## src/sv/itp_pkg.sv

```systemverilog
// Shared constants and helper functions for the infix-to-postfix converter.
// No dependencies; used by every module of the block.
`default_nettype none
package itp_pkg;

    localparam int unsigned CHAR_W      = 8;
    localparam int unsigned MAX_RESULTS = 32;
    localparam int unsigned RUN_W       = $clog2(MAX_RESULTS + 1);

    localparam logic [CHAR_W-1:0] CHR_LPAREN = 8'h28;
    localparam logic [CHAR_W-1:0] CHR_RPAREN = 8'h29;
    localparam logic [CHAR_W-1:0] CHR_CARET  = 8'h5E;
    localparam logic [CHAR_W-1:0] CHR_PLUS   = 8'h2B;
    localparam logic [CHAR_W-1:0] CHR_MINUS  = 8'h2D;
    localparam logic [CHAR_W-1:0] CHR_STAR   = 8'h2A;
    localparam logic [CHAR_W-1:0] CHR_SLASH  = 8'h2F;
    localparam logic [CHAR_W-1:0] CHR_SPACE  = 8'h20;
    localparam logic [CHAR_W-1:0] CHR_TAB    = 8'h09;

    localparam logic [1:0] RANK_NONE = 2'd0;
    localparam logic [1:0] RANK_ADD  = 2'd1;
    localparam logic [1:0] RANK_MUL  = 2'd2;
    localparam logic [1:0] RANK_POW  = 2'd3;

    // Unknown characters rank lowest, which keeps the ordering of the precedences.
    function automatic logic [1:0] prec_rank(input logic [CHAR_W-1:0] c);
        logic [1:0] r;
        case (c)
            CHR_PLUS, CHR_MINUS: r = RANK_ADD;
            CHR_STAR, CHR_SLASH: r = RANK_MUL;
            CHR_CARET:           r = RANK_POW;
            default:             r = RANK_NONE;
        endcase
        return r;
    endfunction

    function automatic logic is_operand(input logic [CHAR_W-1:0] c);
        return (c inside {[8'h61:8'h7A], [8'h41:8'h5A], [8'h30:8'h39]});
    endfunction

endpackage
`default_nettype wire

```

## src/sv/itp_stack_ram.sv

```systemverilog
// Operator stack storage: one write port and one registered read port.
// Depends on itp_pkg for the character width.
`default_nettype none
module itp_stack_ram #(
    parameter int unsigned DEPTH = 32,
    parameter int unsigned AW    = 5
) (
    input  wire                          i_clk,
    input  wire                          i_wr_en,
    input  wire  [AW-1:0]                i_wr_addr,
    input  wire  [itp_pkg::CHAR_W-1:0]   i_wr_data,
    input  wire                          i_rd_en,
    input  wire  [AW-1:0]                i_rd_addr,
    output logic [itp_pkg::CHAR_W-1:0]   o_rd_data
);

    logic [itp_pkg::CHAR_W-1:0] r_mem [DEPTH];

    always_ff @(posedge i_clk) begin
        if (i_wr_en) begin
            r_mem[i_wr_addr] <= i_wr_data;
        end
        if (i_rd_en) begin
            o_rd_data <= r_mem[i_rd_addr];
        end
    end

endmodule
`default_nettype wire

```

## src/sv/infix_to_postfix_converter.sv

```systemverilog
// Top level of the shunting-yard infix-to-postfix converter: control and output register.
// Depends on itp_pkg and itp_stack_ram.
//
//   Channel | Signals                                         | Beat
//   in      | i_in_valid, o_in_ready, i_symbol, i_end_mark    | one input character
//   out     | o_out_valid, i_out_ready, o_out_char,           | one postfix result
//           | o_char_valid, o_last_of_run, o_expr_done        |
//
// A space, tab or '(' is handled in the idle state; an operand goes through the emit state.
// An operator or ')' pops entries in the scan state; an end beat pops every stacked entry
// in the flush state, at most 32 emitted. Each pop that leaves entries on the stack issues one
// read of the stack memory, whose data comes back in the next cycle as the new top of stack.
// Reset empties the stack at once. A stalled output holds the beat in the output register.
`default_nettype none
module infix_to_postfix_converter #(
    parameter int unsigned STACK_DEPTH = 32
) (
    input  wire                          i_clk,
    input  wire                          i_rst_n,
    input  wire                          i_in_valid,
    output logic                         o_in_ready,
    input  wire  [itp_pkg::CHAR_W-1:0]   i_symbol,
    input  wire                          i_end_mark,
    output logic                         o_out_valid,
    input  wire                          i_out_ready,
    output logic [itp_pkg::CHAR_W-1:0]   o_out_char,
    output logic                         o_char_valid,
    output logic                         o_last_of_run,
    output logic                         o_expr_done
);

    localparam int unsigned AW = (STACK_DEPTH > 1) ? $clog2(STACK_DEPTH) : 1;
    localparam int unsigned CW = $clog2(STACK_DEPTH + 1);
    localparam logic [CW-1:0] FULL = CW'(STACK_DEPTH);
    localparam logic [itp_pkg::RUN_W-1:0] RUN_MAX = itp_pkg::RUN_W'(itp_pkg::MAX_RESULTS);

    typedef enum logic [1:0] {
        ST_IDLE,
        ST_EMIT,
        ST_SCAN,
        ST_FLUSH
    } t_state;

    t_state                      r_state, n_state;
    logic [CW-1:0]               r_count, n_count;
    logic [itp_pkg::CHAR_W-1:0]  r_top, n_top;
    logic                        r_from_mem, n_from_mem;
    logic [itp_pkg::CHAR_W-1:0]  r_char, n_char;
    logic [itp_pkg::CHAR_W-1:0]  r_pend, n_pend;
    logic                        r_pend_v, n_pend_v;
    logic [itp_pkg::RUN_W-1:0]   r_run, n_run;
    logic                        r_out_v, n_out_v;
    logic [itp_pkg::CHAR_W-1:0]  r_out_char, n_out_char;
    logic                        r_out_cv, n_out_cv;
    logic                        r_out_last, n_out_last;
    logic                        r_out_done, n_out_done;

    logic                        wr_en, rd_en;
    logic [AW-1:0]               wr_addr, rd_addr;
    logic [itp_pkg::CHAR_W-1:0]  wr_data, rd_data, top_cur;
    logic                        slot_free, accept, is_close, cont, go;
    logic [CW-1:0]               count_m2;

    itp_stack_ram #(
        .DEPTH (STACK_DEPTH),
        .AW    (AW)
    ) u_stack (
        .i_clk     (i_clk),
        .i_wr_en   (wr_en),
        .i_wr_addr (wr_addr),
        .i_wr_data (wr_data),
        .i_rd_en   (rd_en),
        .i_rd_addr (rd_addr),
        .o_rd_data (rd_data)
    );

    assign top_cur   = r_from_mem ? rd_data : r_top;
    assign slot_free = !r_out_v || i_out_ready;
    assign accept    = i_in_valid && o_in_ready;
    assign is_close  = (r_char == itp_pkg::CHR_RPAREN);
    assign count_m2  = r_count - CW'(2);
    assign o_in_ready = (r_state == ST_IDLE);
    assign go        = !r_pend_v || slot_free;
    assign cont      = (r_count != '0) && (top_cur != itp_pkg::CHR_LPAREN) &&
                       (is_close || (itp_pkg::prec_rank(r_char) <=
                                     itp_pkg::prec_rank(top_cur))) &&
                       (r_run != RUN_MAX);

    assign o_out_valid   = r_out_v;
    assign o_out_char    = r_out_char;
    assign o_char_valid  = r_out_cv;
    assign o_last_of_run = r_out_last;
    assign o_expr_done   = r_out_done;

    always_comb begin
        n_state    = r_state;
        n_count    = r_count;
        n_top      = top_cur;
        n_from_mem = 1'b0;
        n_char     = r_char;
        n_pend     = r_pend;
        n_pend_v   = r_pend_v;
        n_run      = r_run;
        n_out_v    = r_out_v && !i_out_ready;
        n_out_char = r_out_char;
        n_out_cv   = r_out_cv;
        n_out_last = r_out_last;
        n_out_done = r_out_done;
        wr_en      = 1'b0;
        wr_addr    = r_count[AW-1:0];
        wr_data    = r_char;
        rd_en      = 1'b0;
        rd_addr    = count_m2[AW-1:0];

        case (r_state)
            ST_IDLE: begin
                if (accept) begin
                    if (i_end_mark) begin
                        n_state  = ST_FLUSH;
                        n_run    = '0;
                        n_pend_v = 1'b0;
                    end else if (i_symbol == itp_pkg::CHR_SPACE ||
                                 i_symbol == itp_pkg::CHR_TAB) begin
                        n_state = ST_IDLE;
                    end else if (itp_pkg::is_operand(i_symbol)) begin
                        n_pend  = i_symbol;
                        n_state = ST_EMIT;
                    end else if (i_symbol == itp_pkg::CHR_LPAREN) begin
                        if (r_count < FULL) begin
                            wr_en   = 1'b1;
                            wr_data = i_symbol;
                            n_top   = i_symbol;
                            n_count = r_count + CW'(1);
                        end
                    end else begin
                        n_char   = i_symbol;
                        n_run    = '0;
                        n_pend_v = 1'b0;
                        n_state  = ST_SCAN;
                    end
                end
            end
            ST_EMIT: begin
                if (slot_free) begin
                    n_out_v    = 1'b1;
                    n_out_char = r_pend;
                    n_out_cv   = 1'b1;
                    n_out_last = 1'b1;
                    n_out_done = 1'b0;
                    n_state    = ST_IDLE;
                end
            end
            ST_SCAN: begin
                if (go) begin
                    if (r_pend_v) begin
                        n_out_v    = 1'b1;
                        n_out_char = r_pend;
                        n_out_cv   = 1'b1;
                        n_out_last = !cont;
                        n_out_done = 1'b0;
                    end
                    if (cont) begin
                        n_pend     = top_cur;
                        n_pend_v   = 1'b1;
                        n_run      = r_run + itp_pkg::RUN_W'(1);
                        n_count    = r_count - CW'(1);
                        rd_en      = (r_count > CW'(1));
                        n_from_mem = rd_en;
                    end else begin
                        n_pend_v = 1'b0;
                        n_state  = ST_IDLE;
                        if (is_close) begin
                            if (r_count != '0 && top_cur == itp_pkg::CHR_LPAREN) begin
                                n_count    = r_count - CW'(1);
                                rd_en      = (r_count > CW'(1));
                                n_from_mem = rd_en;
                            end
                        end else if (r_count < FULL) begin
                            wr_en   = 1'b1;
                            n_top   = r_char;
                            n_count = r_count + CW'(1);
                        end
                    end
                end
            end
            ST_FLUSH: begin
                if (r_count == '0 || r_run == RUN_MAX) begin
                    if (slot_free) begin
                        n_out_v    = 1'b1;
                        n_out_char = r_pend_v ? r_pend : '0;
                        n_out_cv   = r_pend_v;
                        n_out_last = 1'b1;
                        n_out_done = 1'b1;
                        n_pend_v   = 1'b0;
                        n_count    = '0;
                        n_state    = ST_IDLE;
                    end
                end else if (top_cur == itp_pkg::CHR_LPAREN) begin
                    n_count    = r_count - CW'(1);
                    rd_en      = (r_count > CW'(1));
                    n_from_mem = rd_en;
                end else if (go) begin
                    if (r_pend_v) begin
                        n_out_v    = 1'b1;
                        n_out_char = r_pend;
                        n_out_cv   = 1'b1;
                        n_out_last = 1'b0;
                        n_out_done = 1'b0;
                    end
                    n_pend     = top_cur;
                    n_pend_v   = 1'b1;
                    n_run      = r_run + itp_pkg::RUN_W'(1);
                    n_count    = r_count - CW'(1);
                    rd_en      = (r_count > CW'(1));
                    n_from_mem = rd_en;
                end
            end
            default: begin
                n_state = ST_IDLE;
            end
        endcase
    end

    always_ff @(posedge i_clk) begin
        if (!i_rst_n) begin
            r_state    <= ST_IDLE;
            r_count    <= '0;
            r_from_mem <= 1'b0;
            r_pend_v   <= 1'b0;
            r_out_v    <= 1'b0;
        end else begin
            r_state    <= n_state;
            r_count    <= n_count;
            r_from_mem <= n_from_mem;
            r_pend_v   <= n_pend_v;
            r_out_v    <= n_out_v;
        end
        r_top      <= n_top;
        r_char     <= n_char;
        r_pend     <= n_pend;
        r_run      <= n_run;
        r_out_char <= n_out_char;
        r_out_cv   <= n_out_cv;
        r_out_last <= n_out_last;
        r_out_done <= n_out_done;
    end

endmodule
`default_nettype wire
```

## config.mk

```make
export PLATFORM = sky130hd
export DESIGN_NAME = infix_to_postfix_converter
export DESIGN_NICKNAME = d
export VERILOG_FILES = /design/src/sv/itp_pkg.sv /design/src/sv/itp_stack_ram.sv /design/src/sv/infix_to_postfix_converter.sv
export SDC_FILE = /design/constraint.sdc
export NUM_CORES = 1
export LEC_CHECK = 0
export ABC_AREA = 1
export BUFFER_PORTS_ARGS = -buffer_cell sky130_fd_sc_hd__clkbuf_2
export CORE_ASPECT_RATIO = 0.7
export CORE_MARGIN = 3
export CORE_UTILIZATION = 31
export DETAILED_ROUTE_END_ITERATION = 16
export SKIP_CTS_REPAIR_TIMING = 1
export SKIP_LAST_GASP = 1
export SYNTH_ARGS = -nofsm -noshare
export SYNTH_HDL_FRONTEND = slang
export SYNTH_HIERARCHICAL = 1
export SYNTH_SLANG_ARGS = --single-unit
```

## constraint.sdc

```tcl
create_clock -name i_clk -period 9.8 [get_ports i_clk]
set_input_delay 0.98 -clock i_clk [delete_from_list [all_inputs] [get_ports i_clk]]
set_output_delay 0.98 -clock i_clk [all_outputs]
set_load 0.05 [all_outputs]
```

==> results.cfg <==
[yosys]
yosysSeqAreaShare_pct = 63.3
synth_top_flop_cell = edfxtp_1
synth_area_leaders = edfxtp_1 (61%), nand2_1 (13%), nand3_1 (8.5%)
syn-num-nets = 1481
async_flop_share_pct = 0
synth_top_area_share_pct = 60.7
syn_area_mm2 = 0.0147
synth_edf_count = 297
ys_seq_elements = 316
yosysTopAreaCell = edfxtp_1
synth_cell_type_count = 46
yosys_warnings = 6
syn_area_per_cell_um2 = 10.1
synthCells = 1458

[power]
ir_worst_vdd_mv = 0.124
leakage_nw = 6.28
power.total_mw = 5.28
p_per_area_mw_per_mm2 = 322

[sta]
finClkSkew_ps = 21.9
hold_viol = 0
setup_viol = 0
holdWs_ps = 577
finalCritPeriodShare_pct = 48.2
slew_headroom_pct = 23.1
rsz0062_at_grt = false
slew_violations = 0
max_freq_ghz = 0.212
period_needed_ps = 4720
worst_slack_ps = 5080
worst_pin_slew_ps = 1150
fin_tns_setup_ps = 0

[routing]
drt-initial-drc-count = 1111
wl_met2_mm = 15.8
met3_length_mm = 3.46
highest_layer = met4
routed_via_density = 4.97
routedWlPerCell_um = 17.8
dr_total_vias = 10500
drt_pass1_iterations = 8
drtAntennaViolNets = 0
wl_mm = 37.5
drcViolationCount = 0
met1_length_mm = 17.8

[setup_path]
worst-path-stages = 18
r2r-start = r_from_mem
cp-end-kind = flip-flop
r2r_cells = 18
required_ps = 9950
r2r_end = u_stack/r_mem[13][3]
critPathKind = flip-flop to flip-flop
worstPathCellList = clkinv_4 > nand2_1 > nand2_2 > nor4_1 > nand3_1 > and3_1 > ha_1 > nand2_1 > inv_1 > a21oi_1 > a21oi_4 > nand2_8 > nand2_4 > nor2_8 > nand2_4 > nand2_1 > nand3_1 > nor2_1
rrSetupSlack_ps = 5080
arrival_ps = 4870
slowest_delay_ps = 790
path_buf_inv = 2
path_delay_family = simple AND/OR/NAND/NOR gates
crit_slowest_cell = nor2_1
worstPathMaxFanout = 10
cpMostUsedCell = nand2_1
start_kind = flip-flop

[global_route]
grt_pass1_vias = 9875
grt_pass1_wl_mm = 58.1
globalRoute.totalOverflow = 0
antenna_found_initial = 0
track_usage_pct = 14.9
grt_max_degree = 81

[finish]
fin_util_pct = 35.1
final_cell_mix = nand2_1 (493), edfxtp_1 (297), nand3_1 (249)
fin_nets = 1494
synthToLayoutAreaGrowth_pct = 11.7
final_common_cell = nand2_1
final_design_area_no_fill_mm2 = 0.0164
n_antenna_cell = 0
final_cells = 2110
fillers = 4610
drive_gt1_share_pct = 9.81

[worst_hold_path]
holdPathEnd = o_expr_done
hold_depth = 2
hold_start = o_expr_done
holdCritPathClass = flip-flop to flip-flop

[clock_network]
clock_path_buffers = 3
cts_htree_levels = 2
clkSlewWorstSetupHoldPaths_ps = 60
cts_tree = yes
cts_root_buffer = clkbuf_16
cts_sinks = 316
cts_buffers = 35
clock_latency_ps = 520

[floorplan]
rows = 66
fp.dieW_um = 266
ioPinCount = 26
initial_utilization_pct = 31.5
die_area_mm2 = 0.0501
coreArea_mm2 = 0.0467
die_y_um = 188

[placement]
dp_slack_ps = 5110
hpwl_mm = 23.3
place_inst = 2046
gp_congestion = 0.868
portBuffers = 25
post_dp_cell_area_mm2 = 0.0152

[job]
max_cap_violations = 0

[run_status]
status = complete, no violations
report_power, final:
group | switching, mW | internal (mW) | total (mW)
registers | 0.116 | 1.67 | 1.78
clock network | 0.528 | 0.785 | 1.31
logic | 1.59 | 0.593 | 2.18
total | 2.24 | 3.04 | 5.28
worst max path at each step:
stage / from / slack, ps / end
floorplan: r_from_mem / 6430 / u_stack/r_mem[11][0]
global placement: r_from_mem / 5210 / u_stack/r_mem[25][3]
detailed placement: r_from_mem / 5110 / u_stack/r_mem[13][5]
CTS: r_from_mem / 5090 / u_stack/r_mem[13][5]
global route: r_from_mem / 4770 / u_stack/r_mem[13][0]
finish: r_from_mem / 5080 / u_stack/r_mem[13][3]
synthesized netlist by cell type, types with 2 or more instances:
library cell    n
nand2_1       494
buf_2          19
nor2_1         91
o32ai_1         8
nand2_4         4
a21oi_4         2
nand3_1       249
nor4_1          3
or2_2           2
clkbuf_1       13
edfxtp_1      297
inv_1          84
ha_1           10
buf_6          25
buf_4           4
clkinv_1        3
dfxtp_1        19
o211ai_1        8
a21oi_1        24
and3_1          2
nand2_2        16
o21ai_1         2
o21ai_0        24
nand3_2         2
nor2_2          5
xor2_1          7
buf_1           2
nor2_8          2
inv_2           7
nor2_4          2
nor3_1          5
nand4_1         9
flip-flops by register name, indices dropped and copies added (netlist names), 2 cells and up:
signal and count:
u_stack/r_mem 256, r_state 2, r_count 6, r_run 6, r_char 8, o_out_char 8, u_stack/o_rd_data 8, r_top 8
r_pend 8
area by class of cell:
cell class / count / area, µm² / share of cell area [%]
sequential: 316 / 9300 / 56.7
clock inverter: 21 / 229 / 1.40
clock buffer: 43 / 927 / 5.65
timing repair buffer: 39 / 230 / 1.40
tap: 612 / 766 / 4.67
multi-input combinational: 984 / 4580 / 27.9
inverter: 95 / 363 / 2.21
kinds of logic after synthesis:
| kind of cell | after synthesis | synth area share (%) |
|---|---|---|
| AOI/OAI and AO/OA | 75 | 3.23 |
| and+or+nand+nor | 891 | 26.5 |
| xor gates and xnor gates | 8 | 0.477 |
| buffers and inverters | 158 | 5.61 |
| adders and majority gates | 10 | 0.852 |
| DFF | 316 | 63.3 |
worst min-delay path, stage by stage, from the launching register on:
cell	delay [ps]
edfxtp_1	340
nand3_1	80
nand2_1	60
metal layers:
layer,vias to the layer above,global-route usage [%]
met4,0,3.08
met5,-,0
li1,4999,-
met1,5009,23.1
met3,39,2.89
met2,449,21.4
Power figures use the tool's default switching activity.
